`src/hw/rtl/gfdr_pkg.sv`:
```
package gfdr_pkg;

    localparam int AtanEntries = 30;
    localparam int CordicStagesDefault = 16;
    localparam logic signed [31:0] CordicGainQ30 = 32'sd652032874;

    localparam logic [15:0] GyroScaleReset = 16'd4096;
    localparam logic [30:0] FusionThresholdReset = 31'd68356528;
    localparam logic [15:0] WheelRadiusReset = 16'd2621;

    localparam logic [1:0] RegGyroScale = 2'd0;
    localparam logic [1:0] RegFusionThreshold = 2'd1;
    localparam logic [1:0] RegWheelRadius = 2'd2;

    // classified tick handed from front to back
    typedef struct packed {
        logic signed [15:0] wheel_delta;
        logic [31:0] inc;
        logic gyro_used;
    } gfdr_tick_t;

    function automatic logic [31:0] atan_lookup(input logic [4:0] i);
        logic [31:0] r;
        unique case (i)
            5'd0: r = 32'd536870912;
            5'd1: r = 32'd316933406;
            5'd2: r = 32'd167458907;
            5'd3: r = 32'd85004756;
            5'd4: r = 32'd42667331;
            5'd5: r = 32'd21354465;
            5'd6: r = 32'd10679838;
            5'd7: r = 32'd5340245;
            5'd8: r = 32'd2670163;
            5'd9: r = 32'd1335087;
            5'd10: r = 32'd667544;
            5'd11: r = 32'd333772;
            5'd12: r = 32'd166886;
            5'd13: r = 32'd83443;
            5'd14: r = 32'd41722;
            5'd15: r = 32'd20861;
            5'd16: r = 32'd10430;
            5'd17: r = 32'd5215;
            5'd18: r = 32'd2608;
            5'd19: r = 32'd1304;
            5'd20: r = 32'd652;
            5'd21: r = 32'd326;
            5'd22: r = 32'd163;
            5'd23: r = 32'd81;
            5'd24: r = 32'd41;
            5'd25: r = 32'd20;
            5'd26: r = 32'd10;
            5'd27: r = 32'd5;
            5'd28: r = 32'd3;
            5'd29: r = 32'd1;
            default: r = 32'd0;
        endcase
        return r;
    endfunction

endpackage

```
`src/hw/rtl/gfdr_front.sv`:
```
module gfdr_front
    import gfdr_pkg::*;
(
    input  logic               aclk,
    input  logic               aresetn,
    input  logic               s_valid,
    output logic               s_ready,
    input  logic signed [15:0] s_wheel_delta,
    input  logic signed [31:0] s_wheel_heading_delta,
    input  logic signed [15:0] s_yaw_rate,
    input  logic [15:0]        gyro_scale,
    input  logic [30:0]        fusion_threshold,
    output logic               q_valid,
    input  logic               q_ready,
    output gfdr_tick_t         q_data
);
    // one-entry queue slot holds the classified tick
    logic       full_reg;
    gfdr_tick_t data_reg;
    logic signed [31:0] gyro_inc;
    logic signed [32:0] diff;
    logic [32:0] mag;
    logic use_gyro;

    assign gyro_inc = 32'(s_yaw_rate * $signed({1'b0, gyro_scale}));
    assign diff = 33'(gyro_inc) - 33'(s_wheel_heading_delta);
    assign mag = diff[32] ? 33'(-diff) : diff;
    assign use_gyro = mag > {2'b00, fusion_threshold};

    assign s_ready = !full_reg || q_ready;
    assign q_valid = full_reg;
    assign q_data = data_reg;

    always_ff @(posedge aclk) begin
        if (!aresetn) begin
            full_reg <= 1'b0;
        end else if (s_valid && s_ready) begin
            full_reg <= 1'b1;
        end else if (q_ready) begin
            full_reg <= 1'b0;
        end
    end

    always_ff @(posedge aclk) begin
        if (s_valid && s_ready) begin
            data_reg.wheel_delta <= s_wheel_delta;
            data_reg.inc <= use_gyro ? gyro_inc : s_wheel_heading_delta;
            data_reg.gyro_used <= use_gyro;
        end
    end
endmodule

```
`config.mk`:
```
export PLATFORM = sky130hd
export DESIGN_NAME = gfdr_front
export DESIGN_NICKNAME = d
export VERILOG_FILES = /design/src/hw/rtl/gfdr_pkg.sv /design/src/hw/rtl/gfdr_front.sv
export SDC_FILE = /design/constraint.sdc
export NUM_CORES = 1
export LEC_CHECK = 0
export BUFFER_PORTS_ARGS = -buffer_cell sky130_fd_sc_hd__buf_2
export CORE_MARGIN = 2
export CORE_UTILIZATION = 62
export DETAILED_ROUTE_END_ITERATION = 10
export GPL_TIMING_DRIVEN = 0
export PLACE_DENSITY = 0.84
export SETUP_SLACK_MARGIN = 0.2
export SLEW_MARGIN = 5
export SYNTH_ARGS = -nofsm -noshare
export SYNTH_HDL_FRONTEND = slang
export SYNTH_SLANG_ARGS = --single-unit
```
`constraint.sdc`:
```
create_clock -name aclk -period 12.93 [get_ports aclk]
set_clock_uncertainty 0.15 [all_clocks]
set_input_delay 0 -clock aclk [delete_from_list [all_inputs] [get_ports aclk]]
set_output_delay 0 -clock aclk [all_outputs]
set_load 0.02 [all_outputs]
```
# --- Yosys cells after proc, flatten, opt, wreduce, memory -nomap -nowiden ---
# Index checks and enable logic that the tools add are counted.
word_totals:
  regBits: 50
  out_inout_bits: 51
  elab_cells: 16
op_classes:
  add_sub_neg: 2
  multipliers: 1
  magnitude_cmp: 1
  mux: 4
  reduce_logical: 4
op_table:
  columns: ["operator", "n"]
  rows:
  - ["$gt A33 B31 Y1", 1]
  - ["$mux W33", 1]
  - ["$neg A33 Y33", 1]
  - ["$sub A32 B32 Y33", 1]
  - ["$mul A16 B17 Y32", 1]
  - ["$mux W32", 1]
  - ["$mux W1", 2]
  - ["$reduce_bool A2 Y1", 1]
  - ["$logic_and A1 B1 Y1", 1]
  - ["$logic_not A1 Y1", 1]
  - ["$logic_or A1 B1 Y1", 1]

# --- Logic depth before layout (Yosys ltp) ---
logic_depth:
  ltp_word: 6
  ltp_mapped: 50
  ltp_nobuf: 47

# --- Worst setup path after synthesis ---
# OpenSTA, ideal clock, no wires.
synth_timing:
  path_kind: "input-to-reg"
  start: "input port s_yaw_rate[15]"
  end: "register data_reg (netlist bit q_data[27]), data pin"
  setup_time_ns: 0.262
  t_arrival_ns: 9.739
  required_ns: 12.518
  slack_ns: 2.779
  stages: 45
  n_path_buf: 3
  path_cell_list: "clkbuf_1 -> clkinv_1 -> nor2_1 -> fa_1 -> fa_1 -> fa_1 -> fa_1 -> fa_1 -> inv_1 -> fa_1 -> inv_1 -> ha_1 -> a21oi_1 -> nand2_1 -> a211o_1 -> a221o_1 -> o21a_1 -> o21ai_0 -> [9 not listed] -> mux2_2 -> a41o_1 -> a31oi_1 -> nor2_1 -> a21oi_1 -> xor2_1 -> ha_1 -> a21o_1 -> a21o_1 -> a21oi_1 -> a21oi_1 -> a211oi_1 -> a211oi_1 -> inv_1 -> o31a_1 -> clkinv_2 -> buf_6 -> mux2_1"
synth_via:
  elab_chain_cells: 6
synth_lines:
  columns: ["item", "line_no", "source"]
  rows:
  - ["from (decl)", "gfdr_front.sv:10", "input logic signed [15:0] s_yaw_rate,"]
  - ["$mul A16 B17 Y32 (*)", "gfdr_front.sv:25", "assign gyro_inc = 32'(s_yaw_rate * $signed({1'b0, gyro_scale}));"]
  - ["$sub A32 B32 Y33 (*)", "gfdr_front.sv:26", "assign diff = 33'(gyro_inc) - 33'(s_wheel_heading_delta);"]
  - ["$neg A33 Y33", "gfdr_front.sv:27", "assign mag = diff[32] ? 33'(-diff) : diff;"]
  - ["$mux W33 (*)", "gfdr_front.sv:27", null]
  - ["$gt A33 B31 Y1 (*)", "gfdr_front.sv:28", "assign use_gyro = mag > {2'b00, fusion_threshold};"]
  - ["via use_gyro", "gfdr_front.sv:23", "logic use_gyro;"]
  - ["$mux W32 (*)", "gfdr_front.sv:47", "data_reg.inc <= use_gyro ? gyro_inc : s_wheel_heading_delta;"]
  - ["to (decl)", "gfdr_front.sv:19", "gfdr_tick_t data_reg;"]
# Mark *: on every way through the listed nets, which the timed path passes. The rest lies on a longest branch.
# A chain may end at the register's enable or synchronous reset.

# --- Worst setup path after layout ---
layout_timing:
  start: "input port gyro_scale[6]"
  end: "register data_reg (netlist bit q_data[20]), data pin"
layout_via:
  elab_chain_cells: 6
layout_lines:
  columns: ["item", "line_no", "source"]
  rows:
  - ["from (decl)", "gfdr_front.sv:11", "input logic [15:0] gyro_scale,"]
  - ["$mul A16 B17 Y32 (*)", "gfdr_front.sv:25", null]
  - ["$sub A32 B32 Y33", "gfdr_front.sv:26", null]
  - ["$neg A33 Y33", "gfdr_front.sv:27", null]
  - ["$mux W33", "gfdr_front.sv:27", null]
  - ["$gt A33 B31 Y1", "gfdr_front.sv:28", null]
  - ["$mux W32 (*)", "gfdr_front.sv:47", null]
# Mark *: on every way between the ends. The rest lies on a longest branch, timed or not.

==> results.tsv <==
stage	metric	value	unit
critical_path	critical_path_class	in2reg	
detailed_routing	drc	0	
critical_path	crit_required	12.83	ns
sta	min_period	12.13	ns
logic_synthesis	yosys.area.top_type_share	0.268	
final_layout	ff_latch_area	1490	um^2
detailed_routing	dr.pass1.iters	8	
sta	timing.final.crit_share	0.938	
run	drv_cap	0	
clocking	cts_buffers	5	
logic_synthesis	synth_seq_cells	50	
grt	gr-usage-all-layers	0.331	
sta	setup_violations	0	
sta	rsz0062_at_grt	no	
clocking	cts_tree	done	
detailed_routing	viasPerCell	5.78	
logic_synthesis	syn_inst	1705	
floorplanning	ioPinCount	166	
placement	place_inst	2189	
logic_synthesis	netlist_area	14600	um^2
critical_path	reg2reg_slack	11.29	ns
logic_synthesis	ys_types	82	
clocking	cts_max_level	2	
detailed_routing	wirelength	39900	um
sta	final_hold_viol_count	0	
outcome	outcome	completed	
hold_path	worstHoldPathCells	3	
critical_path	slowest_stage	nor4_1	
grt	grt_pass1_vias	13300	
critical_path	crit_buf_inv	12	
clocking	clk_transition_reported_paths	0.08	ns
logic_synthesis	syn_nets	2196	
sta	maxSlewHeadroom	0.465	
floorplanning	start_util	0.626	
final_layout	finalNonFillerCells	2247	
sta	worst_pin_slew	0.803	ns
clocking	clockRootBuffer	clkbuf_16	
detailed_routing	num_vias	13000	
sta	drv_slew	0	
floorplanning	core_area	23300	um^2
logic_synthesis	synth_warnings	0	
placement	gp_congestion	0.967	
placement	numPortBuffers	164	
floorplanning	die_area	24700	um^2
critical_path	cp_slowest_stage_delay	0.64	ns
sta	setup_tns	0	ns
sta	max_freq	82.4	MHz
final_layout	final_nets	2417	
final_layout	multi_input_area	11600	um^2
critical_path	r2r_start	q_valid	
logic_synthesis	synth.most_common_cell	inv_1	
critical_path	rr_worst_depth	3	
grt	antenna_found_initial	1	
critical_path	cp-start-kind	primary input	
floorplanning	chipWidth	157	um
logic_synthesis	postSynthAreaPerCell	8.54	um^2
placement	hpwlAfterDp	32700	um
detailed_routing	drtIter0Drc	889	
logic_synthesis	yosysTopAreaCell	fa_1	
logic_synthesis	synth_edf_count	49	
clocking	cts.sinks	50	
critical_path	crit_path_end_kind	flop	
hold_path	hp-class	in2reg	
final_layout	area_growth	13.0	%
logic_synthesis	ys_async_sr_fraction	0	
final_layout	fill_cells	1827	
grt	grt_max_degree	35	
logic_synthesis	netlist_top_cells_area	fa_1 27%, ha_1 16%, edfxtp_1 10%, inv_1 8.6%, and2_1 5.0%	
logic_synthesis	synthTopCellsByCount	333 x inv_1, 195 x fa_1, 189 x nand2_1	
grt	grt_pass1_wl	64200	um
critical_path	arrival	12.03	ns
critical_path	crit_fanout	10	
clocking	insertion_delay	0.31	ns
grt	grt_overflow	0	
clocking	ctsLongestPathBuffers	2	
floorplanning	rows	56	
final_layout	final_util	0.708	
hold_path	holdPathEnd	q_data[1]	
final_layout	layout-drive-gt1-share	0.107	
critical_path	timing.rr.end	q_data[1]	
detailed_routing	wl_per_cell	17.7	um
floorplanning	die_y	157	um
logic_synthesis	ys_seq_area_frac	0.102	
detailed_routing	ant_nets	0	
hold_path	hp-start	s_yaw_rate[0]	
critical_path	critical-path-top-delay-family	compound AO/OA/AOI/OAI gates	
logic_synthesis	ys.flop_type	edfxtp_1	
[per-stage QoR]
stage | instance area (um^2) | hold WS [ns] | setup slack [ns]
after floorplan | 14600 | -0.0511 | 2.78
after global placement | 15800 | 0.0278 | 0.803
after detailed placement | 15800 | 0.0297 | 0.560
after CTS | 16500 | 0.141 | 0.834
after global routing | 16500 | 0.181 | 0.216
final | 16500 | 0.156 | 0.797
[worst register-to-register path: stages, from the launching register on]
cell,delay [ns]
dfxtp_1,0.32
nand2b_1,0.09
and2_2,0.46
buf_12,0.28
[sequential cells by signal (all words and copies together), names as in the netlist]
signal and count:
q_valid 1, q_data 49
[repair_timing]
item                                   CTS  global route
setup endpoints to repair                0            31
gates resized for setup                  0             1
setup buffers                            0             0
endpoints found under the hold margin   49             0
hold buffers                            50             0
[layer usage]
layer  up-vias  track usage  part of all wire
li1       6010            -                 -
met3       162       0.0487             0.074
met5         -            0                 0
met1      6255        0.421              0.40
met4         0        0.162             0.053
met2       568        0.553              0.48
[worst max-delay path by stage]
stage / start / end / cells past startpoint
global placement: gyro_scale[7] / q_data[20] / 47
CTS: s_yaw_rate[15] / q_data[20] / 46
detailed placement: s_yaw_rate[15] / q_data[20] / 46
global route: gyro_scale[6] / q_data[20] / 46
floorplan: s_yaw_rate[15] / q_data[27] / 45
finish: gyro_scale[6] / q_data[20] / 46
[logic make-up after synthesis]
logic type                 synth area share
AOI/OAI and AO/OA                     0.124
buffers and inverters                 0.102
and+or+nand+nor                       0.181
DFF                                   0.102
muxes                                0.0259
adders and majority gates             0.423
xor gates and xnor gates             0.0409
[final cells by class]
type	count	area share
antenna	1	0.000152
buffer	53	0.0138
clock buffer	5	0.00760
clock inverter	3	0.00122
inverter	335	0.0765
multi-input combinational	1266	0.704
sequential	50	0.0906
tap	319	0.0242
timing repair buffer	215	0.0815
[cell usage in the layout (no fill, tap or decap), types with 49 or more instances in the layout]
cell type / netlist / routed
ha_1: 181 / 181
a21oi_1: 64 / 64
fa_1: 195 / 195
edfxtp_1: 49 / 49
buf_2: 4 / 168
and2_1: 117 / 116
inv_1: 333 / 333
dlygate4sd3_1: 0 / 50
nand2_1: 189 / 189
nor2_1: 64 / 64
o21ai_0: 51 / 51
Power is not shown: default switching activity piles up to over one toggle a cycle in this logic, so the estimate is an artifact.
